$ cat config.mk
export PLATFORM = sky130hd
export DESIGN_NAME = filename_8_3_normalizer_flat
export DESIGN_NICKNAME = d
export VERILOG_FILES = /design/src/rtl/fnn_pkg.sv /design/src/rtl/fnn_if.sv /design/src/rtl/fnn_collect.sv /design/src/rtl/fnn_format.sv /design/src/rtl/filename_8_3_normalizer.sv /design/src/flat_wrapper.sv
export SDC_FILE = /design/constraint.sdc
export NUM_CORES = 1
export LEC_CHECK = 0
export ABC_AREA = 1
export CORE_UTILIZATION = 31
export CTS_CLUSTER_SIZE = 24
export DETAILED_ROUTE_END_ITERATION = 6
export DONT_BUFFER_PORTS = 1
export PLACE_DENSITY = 0.48
export SLEW_MARGIN = 20
export SYNTH_ARGS = -nofsm -noshare
export SYNTH_HDL_FRONTEND = slang
export SYNTH_SLANG_ARGS = --single-unit
$ cat constraint.sdc
create_clock -name i_clk -period 3.7 [get_ports i_clk]
set_input_delay 0 -clock i_clk [delete_from_list [all_inputs] [get_ports i_clk]]
set_output_delay 0 -clock i_clk [all_outputs]
set_load 0.01 [all_outputs]
$ cat src/rtl/fnn_pkg.sv
// Package for the 8.3 file name normalizer.
// Holds the field widths, the collector snapshot type and the ASCII class functions.
// Depends on nothing; every other file of the block uses it.
package fnn_pkg;

    localparam int unsigned NAME_LEN = 8;
    localparam int unsigned EXT_LEN  = 3;
    localparam int unsigned NAME_MAX = 8;
    localparam int unsigned EXT_MAX  = 3;

    localparam int unsigned NAME_CNT_W = $clog2(NAME_MAX + 1);
    localparam int unsigned EXT_CNT_W  = $clog2(EXT_MAX + 1);
    localparam int unsigned NAME_IDX_W = $clog2(NAME_MAX);
    localparam int unsigned EXT_IDX_W  = $clog2(EXT_MAX);

    localparam logic [7:0] CH_SPACE = 8'h20;
    localparam logic [7:0] CH_DOT   = 8'h2E;
    localparam logic [7:0] CH_NUL   = 8'h00;
    localparam logic [7:0] CH_DEL   = 8'h7F;

    typedef enum logic [2:0] {
        PH_NAME = 3'b001,
        PH_EXT  = 3'b010,
        PH_DONE = 3'b100
    } t_phase;

    typedef struct packed {
        logic [NAME_MAX-1:0][7:0] name;
        logic [EXT_MAX-1:0][7:0]  ext;
        logic                     bad_end;
    } t_snap;

    function automatic logic is_cntrl(input logic [7:0] c);
        return (c < 8'h20) || (c == CH_DEL);
    endfunction

    function automatic logic is_space(input logic [7:0] c);
        return (c == CH_SPACE) || ((c >= 8'h09) && (c <= 8'h0D));
    endfunction

    function automatic logic is_alnum(input logic [7:0] c);
        return ((c >= 8'h30) && (c <= 8'h39)) || ((c >= 8'h41) && (c <= 8'h5A)) ||
               ((c >= 8'h61) && (c <= 8'h7A));
    endfunction

    function automatic logic [7:0] to_upper(input logic [7:0] c);
        return ((c >= 8'h61) && (c <= 8'h7A)) ? (c - 8'h20) : c;
    endfunction

endpackage

$ cat src/rtl/fnn_if.sv
// Valid/ready channel interfaces for the 8.3 file name normalizer.
// Depends on fnn_pkg for the result field widths.
interface fnn_in_if;
    logic       valid;
    logic       ready;
    logic [7:0] ch;
    logic       last;

    modport source (output valid, output ch, output last, input ready);
    modport sink (input valid, input ch, input last, output ready);
endinterface

interface fnn_out_if;
    logic                           valid;
    logic                           ready;
    logic [fnn_pkg::NAME_MAX*8-1:0] name_text;
    logic [fnn_pkg::EXT_MAX*8-1:0]  ext_text;
    logic                           name_valid;

    modport source (output valid, output name_text, output ext_text, output name_valid,
                    input ready);
    modport sink (input valid, input name_text, input ext_text, input name_valid,
                  output ready);
endinterface

$ cat src/rtl/fnn_collect.sv
// Input register and name/extension collector of the 8.3 file name normalizer.
// Depends on fnn_pkg and on fnn_in_if.
module fnn_collect (
    input  logic           i_clk,
    input  logic           i_rst_n,
    fnn_in_if.sink         i_in,
    input  logic           i_out_free,
    output fnn_pkg::t_snap o_snap,
    output logic           o_emit
);

    logic       r_in_valid;
    logic [7:0] r_ch;
    logic       r_last;

    logic [fnn_pkg::NAME_MAX-1:0][7:0]  r_name, n_name, w_name;
    logic [fnn_pkg::EXT_MAX-1:0][7:0]   r_ext, n_ext, w_ext;
    logic [fnn_pkg::NAME_CNT_W-1:0]     r_name_cnt, n_name_cnt, w_name_cnt;
    logic [fnn_pkg::EXT_CNT_W-1:0]      r_ext_cnt, n_ext_cnt, w_ext_cnt;
    fnn_pkg::t_phase                    r_phase, n_phase, w_phase;
    logic                               r_bad_end, n_bad_end, w_bad_end;

    logic in_end;
    logic adv;
    logic take;

    assign in_end = (r_ch == fnn_pkg::CH_NUL) || r_last;
    // A beat that ends a string waits in the input register until the result register frees.
    assign adv    = r_in_valid && (!in_end || i_out_free);
    assign take   = !r_in_valid || adv;
    assign i_in.ready = take;

    always_comb begin
        w_name     = r_name;
        w_ext      = r_ext;
        w_name_cnt = r_name_cnt;
        w_ext_cnt  = r_ext_cnt;
        w_phase    = r_phase;
        w_bad_end  = r_bad_end;
        case (r_phase)
            fnn_pkg::PH_NAME: begin
                if ((r_name_cnt < fnn_pkg::NAME_CNT_W'(fnn_pkg::NAME_LEN)) &&
                    !fnn_pkg::is_cntrl(r_ch) && (r_ch != fnn_pkg::CH_DOT)) begin
                    w_name[r_name_cnt[fnn_pkg::NAME_IDX_W-1:0]] = r_ch;
                    w_name_cnt = r_name_cnt + 1'b1;
                end else if (r_ch == fnn_pkg::CH_DOT) begin
                    w_phase = fnn_pkg::PH_EXT;
                end else begin
                    w_bad_end = (r_ch != fnn_pkg::CH_SPACE) && (r_ch != fnn_pkg::CH_NUL);
                    w_phase   = fnn_pkg::PH_DONE;
                end
            end
            fnn_pkg::PH_EXT: begin
                if ((r_ch != fnn_pkg::CH_NUL) &&
                    (r_ext_cnt < fnn_pkg::EXT_CNT_W'(fnn_pkg::EXT_LEN))) begin
                    w_ext[r_ext_cnt[fnn_pkg::EXT_IDX_W-1:0]] = r_ch;
                    w_ext_cnt = r_ext_cnt + 1'b1;
                    if (w_ext_cnt >= fnn_pkg::EXT_CNT_W'(fnn_pkg::EXT_LEN)) begin
                        w_phase = fnn_pkg::PH_DONE;
                    end
                end
            end
            default: begin
            end
        endcase
    end

    always_comb begin
        n_name     = r_name;
        n_ext      = r_ext;
        n_name_cnt = r_name_cnt;
        n_ext_cnt  = r_ext_cnt;
        n_phase    = r_phase;
        n_bad_end  = r_bad_end;
        if (adv) begin
            if (in_end) begin
                n_name     = {fnn_pkg::NAME_MAX{fnn_pkg::CH_SPACE}};
                n_ext      = {fnn_pkg::EXT_MAX{fnn_pkg::CH_SPACE}};
                n_name_cnt = '0;
                n_ext_cnt  = '0;
                n_phase    = fnn_pkg::PH_NAME;
                n_bad_end  = 1'b0;
            end else begin
                n_name     = w_name;
                n_ext      = w_ext;
                n_name_cnt = w_name_cnt;
                n_ext_cnt  = w_ext_cnt;
                n_phase    = w_phase;
                n_bad_end  = w_bad_end;
            end
        end
    end

    assign o_snap.name    = w_name;
    assign o_snap.ext     = w_ext;
    assign o_snap.bad_end = w_bad_end;
    assign o_emit         = adv && in_end;

    always_ff @(posedge i_clk) begin
        if (!i_rst_n) begin
            r_in_valid <= 1'b0;
            r_name     <= {fnn_pkg::NAME_MAX{fnn_pkg::CH_SPACE}};
            r_ext      <= {fnn_pkg::EXT_MAX{fnn_pkg::CH_SPACE}};
            r_name_cnt <= '0;
            r_ext_cnt  <= '0;
            r_phase    <= fnn_pkg::PH_NAME;
            r_bad_end  <= 1'b0;
        end else begin
            if (take) begin
                r_in_valid <= i_in.valid;
            end
            r_name     <= n_name;
            r_ext      <= n_ext;
            r_name_cnt <= n_name_cnt;
            r_ext_cnt  <= n_ext_cnt;
            r_phase    <= n_phase;
            r_bad_end  <= n_bad_end;
        end
    end

    always_ff @(posedge i_clk) begin
        if (take && i_in.valid) begin
            r_ch   <= i_in.ch;
            r_last <= i_in.last;
        end
    end

endmodule

$ cat src/rtl/fnn_format.sv
// Result formatter of the 8.3 file name normalizer: uppercases the name and
// extension, blanks trailing extension bytes, judges legality. Depends on fnn_pkg.
module fnn_format (
    input  fnn_pkg::t_snap                 i_snap,
    output logic [fnn_pkg::NAME_MAX*8-1:0] o_name_text,
    output logic [fnn_pkg::EXT_MAX*8-1:0]  o_ext_text,
    output logic                           o_name_valid
);

    logic [fnn_pkg::EXT_MAX-1:0] sig;
    logic [fnn_pkg::EXT_MAX-1:0] keep;

    always_comb begin
        for (int k = 0; k < fnn_pkg::NAME_MAX; k++) begin
            o_name_text[(fnn_pkg::NAME_MAX-1-k)*8 +: 8] = fnn_pkg::to_upper(i_snap.name[k]);
        end
        for (int k = 0; k < fnn_pkg::EXT_MAX; k++) begin
            sig[k] = !fnn_pkg::is_space(i_snap.ext[k]) && !fnn_pkg::is_cntrl(i_snap.ext[k]);
        end
        // Kept when it or any later position holds a non-space, non-control byte.
        keep[fnn_pkg::EXT_MAX-1] = sig[fnn_pkg::EXT_MAX-1];
        for (int k = fnn_pkg::EXT_MAX-2; k >= 0; k--) begin
            keep[k] = sig[k] || keep[k+1];
        end
        for (int k = 0; k < fnn_pkg::EXT_MAX; k++) begin
            o_ext_text[(fnn_pkg::EXT_MAX-1-k)*8 +: 8] =
                keep[k] ? fnn_pkg::to_upper(i_snap.ext[k]) : fnn_pkg::CH_SPACE;
        end
        o_name_valid = !i_snap.bad_end && fnn_pkg::is_alnum(fnn_pkg::to_upper(i_snap.name[0]));
    end

endmodule

$ cat src/rtl/filename_8_3_normalizer.sv
// Top level of the 8.3 file name normalizer: collector, formatter and result register.
// Depends on fnn_pkg, fnn_if, fnn_collect and fnn_format.
//
// Usage:
//   i_in carries one file name byte per beat (ch) with a last flag. A string ends on
//   a zero byte or on a beat with last set; that beat is processed first.
//   o_out carries one result beat per string: name_text (8 bytes, first byte in the
//   top bits), ext_text (3 bytes) and name_valid.
// Timing:
//   A beat goes into the input register; from there it is classified and stored, and a
//   string-ending beat loads the result register in that same cycle once the result
//   register is free. The result is shown from the result register. One beat is taken
//   every cycle while no string-ending beat waits in the input register.
// Stalls:
//   While a result waits, ordinary bytes keep flowing. A second string-ending beat
//   waits in the input register, with i_in.ready low, until the result is taken.
// Reset:
//   Synchronous and active low. Stores return to spaces, counts to zero, collection
//   restarts at the name, and both registers come up empty.
module filename_8_3_normalizer (
    input  logic       i_clk,
    input  logic       i_rst_n,
    fnn_in_if.sink     i_in,
    fnn_out_if.source  o_out
);

    fnn_pkg::t_snap snap;
    logic           emit;
    logic           out_free;

    logic [fnn_pkg::NAME_MAX*8-1:0] name_text;
    logic [fnn_pkg::EXT_MAX*8-1:0]  ext_text;
    logic                           name_valid;

    logic                           r_out_valid;
    logic [fnn_pkg::NAME_MAX*8-1:0] r_name_text;
    logic [fnn_pkg::EXT_MAX*8-1:0]  r_ext_text;
    logic                           r_name_valid;

    assign out_free = !r_out_valid || o_out.ready;

    fnn_collect u_collect (
        .i_clk      (i_clk),
        .i_rst_n    (i_rst_n),
        .i_in       (i_in),
        .i_out_free (out_free),
        .o_snap     (snap),
        .o_emit     (emit)
    );

    fnn_format u_format (
        .i_snap       (snap),
        .o_name_text  (name_text),
        .o_ext_text   (ext_text),
        .o_name_valid (name_valid)
    );

    always_ff @(posedge i_clk) begin
        if (!i_rst_n) begin
            r_out_valid <= 1'b0;
        end else if (out_free) begin
            r_out_valid <= emit;
        end
    end

    always_ff @(posedge i_clk) begin
        if (emit) begin
            r_name_text  <= name_text;
            r_ext_text   <= ext_text;
            r_name_valid <= name_valid;
        end
    end

    assign o_out.valid      = r_out_valid;
    assign o_out.name_text  = r_name_text;
    assign o_out.ext_text   = r_ext_text;
    assign o_out.name_valid = r_name_valid;

endmodule
$ cat src/flat_wrapper.sv
// flat-port wrapper written by rule: the top's interface ports become plain ports
module filename_8_3_normalizer_flat 
  (i_clk, i_rst_n, i_in_valid, i_in_ch, i_in_last, i_in_ready, o_out_valid, o_out_name_text, o_out_ext_text, o_out_name_valid, o_out_ready);
  fnn_in_if i_in_i ();
  fnn_out_if o_out_i ();
  input  logic i_clk;
  input  logic i_rst_n;
  input wire logic [$bits(i_in_i.valid)-1:0] i_in_valid;
  input wire logic [$bits(i_in_i.ch)-1:0] i_in_ch;
  input wire logic [$bits(i_in_i.last)-1:0] i_in_last;
  output wire logic [$bits(i_in_i.ready)-1:0] i_in_ready;
  output wire logic [$bits(o_out_i.valid)-1:0] o_out_valid;
  output wire logic [$bits(o_out_i.name_text)-1:0] o_out_name_text;
  output wire logic [$bits(o_out_i.ext_text)-1:0] o_out_ext_text;
  output wire logic [$bits(o_out_i.name_valid)-1:0] o_out_name_valid;
  input wire logic [$bits(o_out_i.ready)-1:0] o_out_ready;
  assign i_in_i.valid = i_in_valid;
  assign i_in_i.ch = i_in_ch;
  assign i_in_i.last = i_in_last;
  assign i_in_ready = i_in_i.ready;
  assign o_out_valid = o_out_i.valid;
  assign o_out_name_text = o_out_i.name_text;
  assign o_out_ext_text = o_out_i.ext_text;
  assign o_out_name_valid = o_out_i.name_valid;
  assign o_out_i.ready = o_out_ready;
  filename_8_3_normalizer u_core (.i_clk(i_clk), .i_rst_n(i_rst_n), .i_in(i_in_i), .o_out(o_out_i));
endmodule
==> results summary, run 1 <==
The run finished with clean final reports. The fraction of met3 tracks used by global routing came out at 0.0429. The data arrival at the endpoint of the critical path is 3.38 ns. The total clock buffers created by CTS is 17. The die footprint is between 30000 and 40000 µm². Power spread over the standard cell area amounts to 440 nW/µm². The fraction of final layout cells with drive strength greater than 1 came out at 0.0704.

The post-layout minimum cycle time is roughly 3.2 ns. For this run, the share of the core covered by cells in the final layout is 0.353. The number of gates given a new drive strength after cts is 0. The die is 176 µm wide. In the routed design, unresolved DRC markers number 0. The first detailed-routing pass took 5 iterations. In this run the static leakage power is 0.00412 µW. The clock latency of the later-clocked register in the worst-skew pair came out at between 0.4 and 0.5 ns. Entering global routing, the biggest net connects slightly above 100 pins. The async set or reset register ratio after synthesis came out at 0. Of all nets on the critical path, the largest fanout is 13.

The global-route wire length before repair is around 38000 µm. The post-synth design cell area is approximately 9400 µm². After synthesis, the cell types taking the most area are edfxtp_1 31%, dfxtp_1 21%, nand2_1 14%. The initial utilization of the core area, before any placement, comes to 0.316. The gate count of the mapped netlist is 1140. The required time at the worst-slack endpoint is between 3 and 4 ns. The initial antenna violation count is 0.

The count of nets left with antenna violations after detail routing came out at 0. Setup repair after global routing left no endpoint under its margin. The final net count came out at roughly 1200. The number of cells in the design after placement came out at about 1500. The number of enable flip-flop cells after synthesis is roughly 100. The overflow left after global routing came out at 0.

In the post-synthesis netlist, the cell with the most instances is nand2_1. The final setup violation count is 0. The critical path is of the reg2reg type. The final critical-path setup slack is 0.501 ns. For this run, global-route usage on met2 was measured as 0.256. Of the synthesized area, sequential elements account for 0.525. The post-synth net total came out at 1172. The number of I/O pins is 104. The commonest cells after synthesis are 352 x nand2_1, 128 x inv_1, 104 x a21oi_1, 100 x dfxtp_1, 98 x edfxtp_1. The area of the core is about 30000 µm². Of the total power, the share spent switching nets is 0.274.

The cell type with the highest aggregate area in the netlist is edfxtp_1. The port buffer count is 0. The number of flip-flops and latches in the synthesized netlist came out at a little under 200.

The worst setup slack before clock tree synthesis came out at 0.516 ns. STA classifies the critical path endpoint as a flop. After global routing, the most crowded layer is met2.

The register-to-register path setup slack came out at approximately 0.5 ns. The count of distinct cell types in the synthesized netlist is 38. The wire length per cell is approximately 15 µm.

During synthesis, Yosys emitted a total of 0 warnings. For this run, global-route usage on met1 was measured as 0.212. The path category of the worst min-delay check is in2reg. The total via count in the routed design is roughly 7300. The sequential cell fraction of total power is 0.516. The worst-case IR drop observed on VDD is 275 µV. The total track usage came out at 0.159.

The layout overhead on the synthesized area came out at 11.8%. Measured against its own limit, the worst slew margin works out to 0.376. Among all flip-flop cells after synthesis, the most frequent one is dfxtp_1. After routing, the total negative slack on setup checks comes to 0 ns.

The transition time at the pin with the least slew margin came out at just over 0.9 ns. The kind of launch point of the worst setup path is a flop. Dividing the detail-routed via count by the number of cells gives 4.74.

TritonCTS built the clock tree. The sum of net half-perimeters after detailed placement is 15300 µm. The root buffer cell is clkbuf_16. Of the total power, the clock network draws 0.400. The share of total power dissipated in combinational logic is 0.083. The max-slew violation total from the final report came out at 0. The final critical-path share of the clock period came out at 0.865. The share of synthesized area in the top cell type comes to 0.313. The total number of placement rows is between 60 and 70. The number of H-tree branching levels is 4. The highest clock rate came out at 0.313 GHz. The routability congestion estimate is 0.786. The largest buffer count on any clock path is 2. The vertical die dimension is approximately 180 µm. The tree built by TritonCTS fans out to between 150 and 200 sinks.

The via count of the first global-routing pass came out at 6823. The non-filler instance count after layout is approximately 1500. The worst clock skew is ~0.018 ns. The count of endpoints failing hold in the final timing report came to 0. The clock edge transition at the registers on the reported setup and hold paths came out at about 0.08 ns. A synthesized cell averages between 8 and 9 µm². The switching power of the nets came out at ~1300 µW. The max capacitance violation total came out at 0. Cell internal power was estimated by the tool at around 3400 µW. The count of routing violations after the opening detailed-route iteration is 438.

The count of antenna diodes in the layout came out at 0. The total wirelength of the detailed-routed design came out at approximately 24000 µm.
path summary, 6_finish.rpt:
kind                            cells past startpoint                                   start                                          to
worst max-delay path                               13      u_core.u_collect.r_ch[7]$_DFFE_PP_     u_core.o_out.ext_text[16]$_SDFFCE_PN0P_
worst min-delay path                                2                                 i_rst_n  u_core.u_collect.r_ext_cnt[1]$_SDFFE_PN0P_
worst max register to register                     13      u_core.u_collect.r_ch[7]$_DFFE_PP_     u_core.o_out.ext_text[16]$_SDFFCE_PN0P_
worst min register to register                      2  u_core.u_collect.r_ext[1]$_SDFFE_PN0P_      u_core.u_collect.r_ext[1]$_SDFFE_PN0P_
cell usage in the layout, fill, tap and decap left out, types with 12 or more instances in the layout:
| cell | n |
|---|---|
| dlygate4sd3_1 | 12 |
| nor2_1 | 55 |
| nand4_1 | 21 |
| nand2_1 | 352 |
| buf_4 | 12 |
| nand3_1 | 38 |
| o21ai_0 | 51 |
| dfxtp_1 | 100 |
| o21a_1 | 35 |
| a21oi_1 | 104 |
| inv_1 | 126 |
| edfxtp_1 | 98 |
| o21ai_1 | 25 |
| clkbuf_16 | 17 |
| ha_1 | 19 |
registers in the layout (all words and copies together), names as in the netlist, 2 cells and up:
| name | cells |
|---|---|
| u_core.u_collect.r_phase | 3 |
| u_core.u_collect.r_ext | 24 |
| u_core.o_out.ext_text | 24 |
| u_core.u_collect.r_name_cnt | 4 |
| u_core.o_out.name_text | 64 |
| u_core.u_collect.r_name | 64 |
| u_core.u_collect.r_ext_cnt | 2 |
| u_core.u_collect.r_ch | 8 |
power by group through the flow:
stage               Combinational (µW)  Clock, µW  Sequential, µW
global route                       443       1990            2400
finish                             386       1850            2390
CTS                                393       1920            2390
detailed placement                 379          0            2440
floorplan                          277          0            2430
global placement                   378          0            2440
through the flow:
| step | hold slack (ns) | power, µW | cell area [µm²] |
|---|---|---|---|
| after floorplan | 0.0989 | 2710 | 9410 |
| after global placement | 0.0989 | 2820 | 9820 |
| after detailed placement | 0.0989 | 2820 | 9820 |
| after CTS | 0.0995 | 4710 | 10500 |
| after global routing | 0.134 | 4840 | 10500 |
| final | 0.108 | 4630 | 10500 |
area by class of cell:
cell class,count,area [µm²]
clock buffer,18,429
clock inverter,14,156
fill,3114,19300
inverter,137,517
multi-input combinational,756,3720
sequential,198,4940
tap,390,488
timing repair buffer,27,270
worst max-delay path: stages, from the launching register on:
cell	delay, ns
edfxtp_1	0.43
inv_2	0.16
nand2_1	0.11
nor3_1	0.05
nand2_1	0.34
nand3_2	0.33
o21ai_0	0.51
nand2_1	0.09
nor2_1	0.13
nand2_1	0.05
nand3_1	0.11
nand2_1	0.19
nor2_4	0.31
a21boi_1	0.11
kinds of logic (layout without fill, tap and decap cells):
logic type,Yosys count,in the layout,share of synthesized area
compound gates,237,237,0.140
fa+ha+maj,19,19,0.0253
buf+inv,186,196,0.0820
flops,198,198,0.525
mux,1,1,0.00106
simple gates,499,499,0.226
layer usage:
metal,wire length (µm),part of all wire,vias to the layer above
li1,-,-,3753
met1,11400,0.48,3408
met2,10900,0.46,130
met3,1240,0.052,14
met4,221,0.0093,0
met5,0,0,-
what timing repair did:
| action | in CTS | in global routing |
|---|---|---|
| hold endpoints to repair | 13 | 0 |
| setup buffers | 0 | 0 |
| hold buffers | 12 | 0 |
Note: power is estimated with default switching activity, not from simulation.
==> inputs of run 2 (changes only) <==
- CORE_UTILIZATION: 31 -> 53
- PLACE_DENSITY: 0.48 -> 0.73
==> run 2 against run 1 <==
Against the previous run: clock skew decreased by 0.0077 ns; combinational power increased by 1%; via count increased by 1.5%; core utilization increased by 24 points; die area decreased by 41%; setup slack got worse by 0.013 ns; final cell count decreased by 11%; clock power about the same; sequential share of layout area increased by 0.96 points; total power increased by 0.77%; fmax decreased by 0.40%; design area decreased by 2.0%; critical endpoint is now u_core.o_out.ext_text[22]$_SDFFCE_PN0P_.
==> results summary, run 2 (synthesized netlist as in run 1, its figures left out) <==
The cell leakage power came out at 0.00411 µW. The flow ran to the end, and the final reports show no timing, DRC or antenna violations. The total iterations of the first detailed-routing run came out at 5.

The count of endpoints failing hold in the final timing report came to 0. The sequential cell fraction of total power is 0.513. In the layout the commonest cells are 352 x nand2_1, 126 x inv_1, 104 x a21oi_1. The analysis attributes to net switching a power of roughly 1200 µW. The vertical die dimension is between 100 and 150 µm.

The repair_antennas step left the layout with diodes totalling 0. The count of nets left with antenna violations after detail routing is 0. The wire length per cell came out at approximately 15 µm. On the final layout, the worst hold slack is approximately 0.16 ns. The cell area after placement came out at between 9000 and 10000 µm². The TritonCTS clock tree is yes. With fillers left out, the area of the finished cells amounts to 10300 µm². The average via count per standard cell came out at approximately 5.4. The worst path needs between 3 and 4 ns of the cycle, external delays included. The count of buffers added on input and output ports is 0. The global-route wire length before repair is between 30000 and 40000 µm. The clock latency of the later-clocked register in the worst-skew pair came out at between 0.4 and 0.5 ns. The layout overhead on the synthesized area is 9.52%. The number of I/O pins came out at approximately 100. The total wirelength of the detailed-routed design is approximately 21000 µm. The final setup violation count is 0. The overflow left after global routing is 0.

The total track usage is 0.235. The total clock buffers created by CTS came out at 17. The total via count in the routed design is 7412.

Power spread over the standard cell area amounts to between 400 and 500 nW/µm². The fraction of final layout cells with drive strength greater than 1 came out at 0.0705. The required time at the worst-slack endpoint came out at 3.87 ns.

The number of H-tree branching levels came out at 4. The routability congestion estimate came out at 0.858. The worst setup path is launched from a flop. In this run the worst hold path is classified as in2reg. Of the total power, the share spent switching nets is 0.252.

IR analysis of the VDD net gives a maximum drop of 305 µV. The core utilization of the finished layout came out at 0.596. Leaving out fill and tap cells, the most frequent cell in the layout is nand2_1. Internal power comes to about 3500 µW. The via count of the first global-routing pass was approximately 6600.

The initial core utilization came out at 0.544. The count of routing violations after the opening detailed-route iteration is 666. Counting every sink on the clock net gives slightly below 200.

Setup repair after global routing left no endpoint under its margin. The wire-length estimate of the detail-placed layout is 13400 µm. For the pin with the worst max-slew slack, the measured transition is about 0.88 ns. The proportion of power drawn by the clock network is 0.404.

The highest clock rate is 0.311 GHz. Along the worst path, the maximum fanout reaches 13. The area of the core is roughly 17000 µm². The critical path in this run is classified as reg2reg. For this run, the post-layout net count is between 1000 and 1500. The share of total power in combinational logic is 0.084.

In this run the core area contains 48 standard-cell rows. The max-slew violation total from the final report was 0. The max capacitance violation total came out at 0. The initial antenna violation count is 0. The worst-case headroom to the max-slew limit came out at 0.416. In this run the horizontal extent of the chip is roughly 140 µm. The final critical-path share of the clock period is 0.868. The pin count of the biggest net entering global routing came out at between 70 and 80. The largest buffer count on any clock path came out at 2. Between clock sinks in the finished design, the worst skew comes to 0.0103 ns. The root buffer cell is clkbuf_16. The number of buffers inserted by post-CTS setup repair came out at 0. The data arrival at the endpoint of the critical path came out at 3.39 ns.

The die footprint came out at roughly 18000 µm². The summed negative setup slack over all endpoints came out at 0 ns. The worst setup path is captured at a flop. The number of remaining DRC errors came out at 0.

The clock edge transition at the registers on the reported setup and hold paths came out at ~0.070 ns.
==> run 2: worst paths after layout <==
kind | from | to | slack [ns] | cells past startpoint
setup reg to reg | u_core.u_collect.r_ch[7]$_DFFE_PP_ | u_core.o_out.ext_text[22]$_SDFFCE_PN0P_ | 0.49 | 13
hold / removal | i_rst_n | u_core.u_collect.r_name_cnt[3]$_SDFFE_PN0P_ | 0.16 | 2
hold reg to reg | u_core.u_collect.r_name[12]$_SDFFE_PN0P_ | u_core.u_collect.r_name[12]$_SDFFE_PN0P_ | 0.47 | 2
setup / recovery | u_core.u_collect.r_ch[7]$_DFFE_PP_ | u_core.o_out.ext_text[22]$_SDFFCE_PN0P_ | 0.49 | 13
==> run 2: power by group through the flow <==
stage | Clock (µW) | Sequential, µW | Combinational, µW
2_1_floorplan | 0 | 2430 | 277
3_3_place_gp | 0 | 2440 | 370
3_5_place_dp | 0 | 2440 | 374
4_1_cts | 1910 | 2390 | 390
5_1_grt | 1990 | 2400 | 437
6_report | 1880 | 2390 | 391
==> run 2: metal layers <==
metal / global-route usage / part of all wire / wire length [µm]
met4: 0.0574 / 0.010 / 219
met3: 0.0561 / 0.066 / 1390
met1: 0.325 / 0.47 / 9780
met2: 0.369 / 0.46 / 9560
met5: 0 / 0 / 0
==> run 2: final cells by class <==
type / count / area (µm²)
tap: 225 / 282
clock buffer: 18 / 439
multi-input combinational: 756 / 3720
inverter: 137 / 517
fill: 1480 / 6990
sequential: 198 / 4940
timing repair buffer: 26 / 250
clock inverter: 14 / 161
==> run 2: repair_timing <==
action                                 CTS  global route
hold buffers                            12             0
resized for setup                        0             0
endpoints found under the hold margin   25             0
==> run 2: critical path: stages (launching register included) <==
cell and delay (ns):
edfxtp_1 0.41, inv_2 0.16, nand2_1 0.11, nor3_1 0.05, nand2_1 0.36, nand3_2 0.34, o21ai_0 0.53, nand2_1 0.09
nor2_1 0.12, nand2_1 0.05, nand3_1 0.10, nand2_1 0.19, nor2_4 0.32, a21oi_1 0.11
==> run 2: per-stage QoR <==
stage	power, µW	setup slack [ns]	std cells
after floorplan	2710	0.0566	1140
after global placement	2810	0.665	1330
after detailed placement	2820	0.611	1330
after CTS	4690	0.587	1374
after global routing	4820	0.145	1374
final	4670	0.488	1374
==> inputs of run 3 (changes only) <==
- ABC_AREA: 1 -> 0
==> run 3 against run 2 <==
Against the previous run: final cell count down 15%; design area grew 3.5%; area after synthesis rose by 1.6%; clock skew hardly changed; die area rose by 1.5%; setup slack worse by 0.11 ns; synthesized cell count fell by 19%; combinational power decreased by 21%; sequential power about the same; largest cell class unchanged; largest power group unchanged; highest routed layer unchanged.
==> results summary, run 3 <==
The sum of internal, switching and leakage power is 4680 µW. Setup repair after global routing left no endpoint under its margin. In this run the most used layer during global routing was met2. Relative to the synthesized area, the layout overhead comes to 11.6%.

The area of all sequential standard cells came out at approximately 4900 µm². The number of inserted filler cells in the final layout is 1409. The count of routing violations after the opening detailed-route iteration is 648. The number of enable flip-flop cells after synthesis is 98. The detailed router placed 7007 vias in this run. The data arrival at the endpoint of the critical path came out at between 3 and 4 ns. The peak supply drop is approximately 350 µV.

After floorplanning, the core was divided into between 40 and 50 placement rows. The via count of the first global-routing pass came out at about 6700. The highest clock rate came out at 0.301 GHz.

Summed over all nets, the half-perimeter wirelength after detailed placement is about 14000 µm. After synthesis the netlist holds a flip-flop and latch count of 198. The count of nets left with antenna violations after detail routing came out at 0. Yosys instantiated no cell more often than nand2_1.

The met1 capacity usage during global routing is 0.339. The cell leakage power is approximately 0.0038 µW. The non-filler instance count after layout is 1172. The vertical die dimension is 136 µm. The worst setup path is launched from a flop.

The number of hold-repair buffers added at the cts stage is 14. In the final routed layout, each cell accounts on average for 18.9 µm. The number of cells in the design after placement came out at approximately 1100. The number of I/O pins came out at roughly 100. The total clock buffers created by CTS is 17. The total wirelength of the detailed-routed design is about 22000 µm.

Summed over all failing endpoints, the final setup total negative slack is 0 ns. The floorplan step set the die width to 136 µm. The worst setup path is captured at a flop.

The prevailing post-synth register cell is dfxtp_1. The post-layout minimum cycle time is roughly 3.3 ns. The number of gates given a new drive strength after cts is 0. Before antenna repair, the detailed router went through 6 iterations. In this run the tool buffered the top-level ports with 0 buffer cells. The area of the core came out at 17500 µm².

The async set or reset register ratio after synthesis is 0. The initial core utilization came out at 0.547. The critical path is of the reg2reg type. The path class of the tightest hold or removal check is in2reg. The gate count of the mapped netlist came out at between 900 and 1000.

The multi-input gate area in the final layout came out at between 4000 and 5000 µm². The post-synth net total came out at about 960. The number of H-tree branching levels came out at 4. The total track usage is 0.248. After synthesis, the most frequently instantiated cells are 153 x nand2_1, 100 x dfxtp_1, 98 x edfxtp_1, 49 x mux2i_1. The average instance area after synthesis came out at about 10 µm².

The clock passes through at most 2 buffers. In this run the tightest slew margin relative to its limit is 0.442. The clock edge transition at the registers on the reported setup and hold paths is 0.07 ns. The count of endpoints failing hold in the final timing report was 0. The cell area after layout came out at 10700 µm². The TritonCTS clock tree is yes. The die footprint came out at 18600 µm².

Ranked by total cell area, the synthesized netlist is headed by edfxtp_1 31%, dfxtp_1 21%, nand2_1 6.0%. The initial antenna violation count is 0. The fraction of final layout cells with drive strength greater than 1 came out at 0.139. In the layout the commonest cells are 153 x nand2_1, 100 x dfxtp_1, 98 x edfxtp_1. The proportion of synthesized chip area in sequential cells is 0.517. After detailed routing, the number of remaining DRC violations is 0. Entering global routing, the biggest net connects just under 90 pins. The cell area after placement is roughly 10000 µm². The tool flagged a number of max-cap violations equal to 0.

The flow ran to the end, and the final reports show no timing, DRC or antenna violations. The post-synth design cell area is 9560 µm². The global-route wire length before repair is between 30000 and 40000 µm.

The met2 usage in global routing came out at 0.386. The count of distinct cell types in the synthesized netlist came out at a little under 70. For the worst-skew pair, the clock arrives at the later sink with an insertion delay of approximately 0.44 ns. The number of buffers inserted by post-CTS setup repair came out at 0. The number of warnings reported in the yosys synthesis log is 0. The critical-path maximum fanout came out at 14. The final setup violation count is 0. For this run, global-route usage on met3 was measured as 0.0552. The most frequent standard cell in the layout excluding fill and tap cells is nand2_1.

The worst hold margin is about 0.057 ns. CTS placed an instance of clkbuf_16 at the clock tree root. The required time at the worst-slack endpoint is a little under 4 ns. The sink count of the clock tree came out at roughly 200.

The max-slew violation total from the final report came to 0. The average via count per standard cell is approximately 6. The overflow left after global routing came out at 0.

The cell type with the highest aggregate area in the netlist is edfxtp_1. The share of synthesized area in the top cell type comes to 0.308. The final critical-path share of the clock period is 0.899. The power per cell area came out at ~440 nW/µm². On the final layout, the worst clock skew is ~0.010 ns. The count of antenna diodes in the layout came out at 0. For this run, the post-layout net count is around 970. For the pin with the worst max-slew slack, the measured transition is 0.836 ns. At the end of routability-driven placement, the weighted congestion stood at 0.846.
==> run 3: changes by cell type after synthesis, moves of 43 or more <==
| cell | change |
|---|---|
| nand2_1 | -199 |
| inv_1 | -111 |
| a21oi_1 | -63 |
| mux2i_1 | +48 |
| a21boi_0 | +44 |
| mux2_2 | +43 |
==> run 3: worst paths after layout <==
check	from	to	slack (ns)	cells past startpoint
setup / recovery	u_core.u_collect.r_ch[4]$_DFFE_PP_	u_core.o_out.ext_text[22]$_SDFFCE_PN0P_	0.37	8
hold / removal	i_in_valid	u_core.u_collect.r_ch[1]$_DFFE_PP_	0.06	1
setup reg to reg	u_core.u_collect.r_ch[4]$_DFFE_PP_	u_core.o_out.ext_text[22]$_SDFFCE_PN0P_	0.37	8
hold reg to reg	u_core.u_collect.r_name[13]$_SDFFE_PN1P_	u_core.u_collect.r_name[13]$_SDFFE_PN1P_	0.48	2
==> run 3: kinds of logic (layout without fill, tap and decap cells) <==
group,after synthesis,in the layout,share of synthesized area
simple gates,316,316,0.157
compound gates,222,222,0.161
flops,198,198,0.517
mux,93,93,0.104
buf+inv,78,98,0.0356
fa+ha+maj,19,19,0.0249
xor+xnor,1,1,0.000916
==> run 3: area by class of cell <==
| class | instances | share of cell area |
|---|---|---|
| Sequential cell | 198 | 0.463 |
| Clock inverter | 15 | 0.0197 |
| Tap cell | 225 | 0.0264 |
| Clock buffer | 17 | 0.0399 |
| Timing Repair Buffer | 49 | 0.0406 |
| Inverter | 17 | 0.00598 |
| Multi-Input combinational cell | 651 | 0.404 |
==> run 3: report_power, final <==
group / total (µW) / internal [µW] / leakage (µW) / switching (µW)
sequential: 2380 / 2340 / 0.00173 / 39.6
combinational: 310 / 104 / 0.00179 / 206
clock: 1990 / 1100 / 0.000314 / 890
==> run 3: worst max-delay path, stage by stage (launching register included) <==
cell and delay [ns]:
edfxtp_1 0.39, or4_1 0.70, o311a_1 0.43, mux2i_1 0.32, ha_1 0.23, nand3_1 0.12, a31oi_4 0.34, o311a_2 0.41
a221oi_1 0.12
==> run 3: metrics by stage <==
step	setup slack, ns	utilization
after floorplan	0.0335	-
after global placement	0.458	0.565
after detailed placement	0.385	0.565
after CTS	0.377	0.611
after global routing	0.145	0.611
final	0.373	0.611
==> run 3: per-layer routing <==
| metal | part of all wire | up-vias |
|---|---|---|
| met5 | 0 | - |
| met4 | 0.017 | 0 |
| met3 | 0.063 | 38 |
| met2 | 0.45 | 265 |
| met1 | 0.47 | 3328 |
| li1 | - | 3376 |
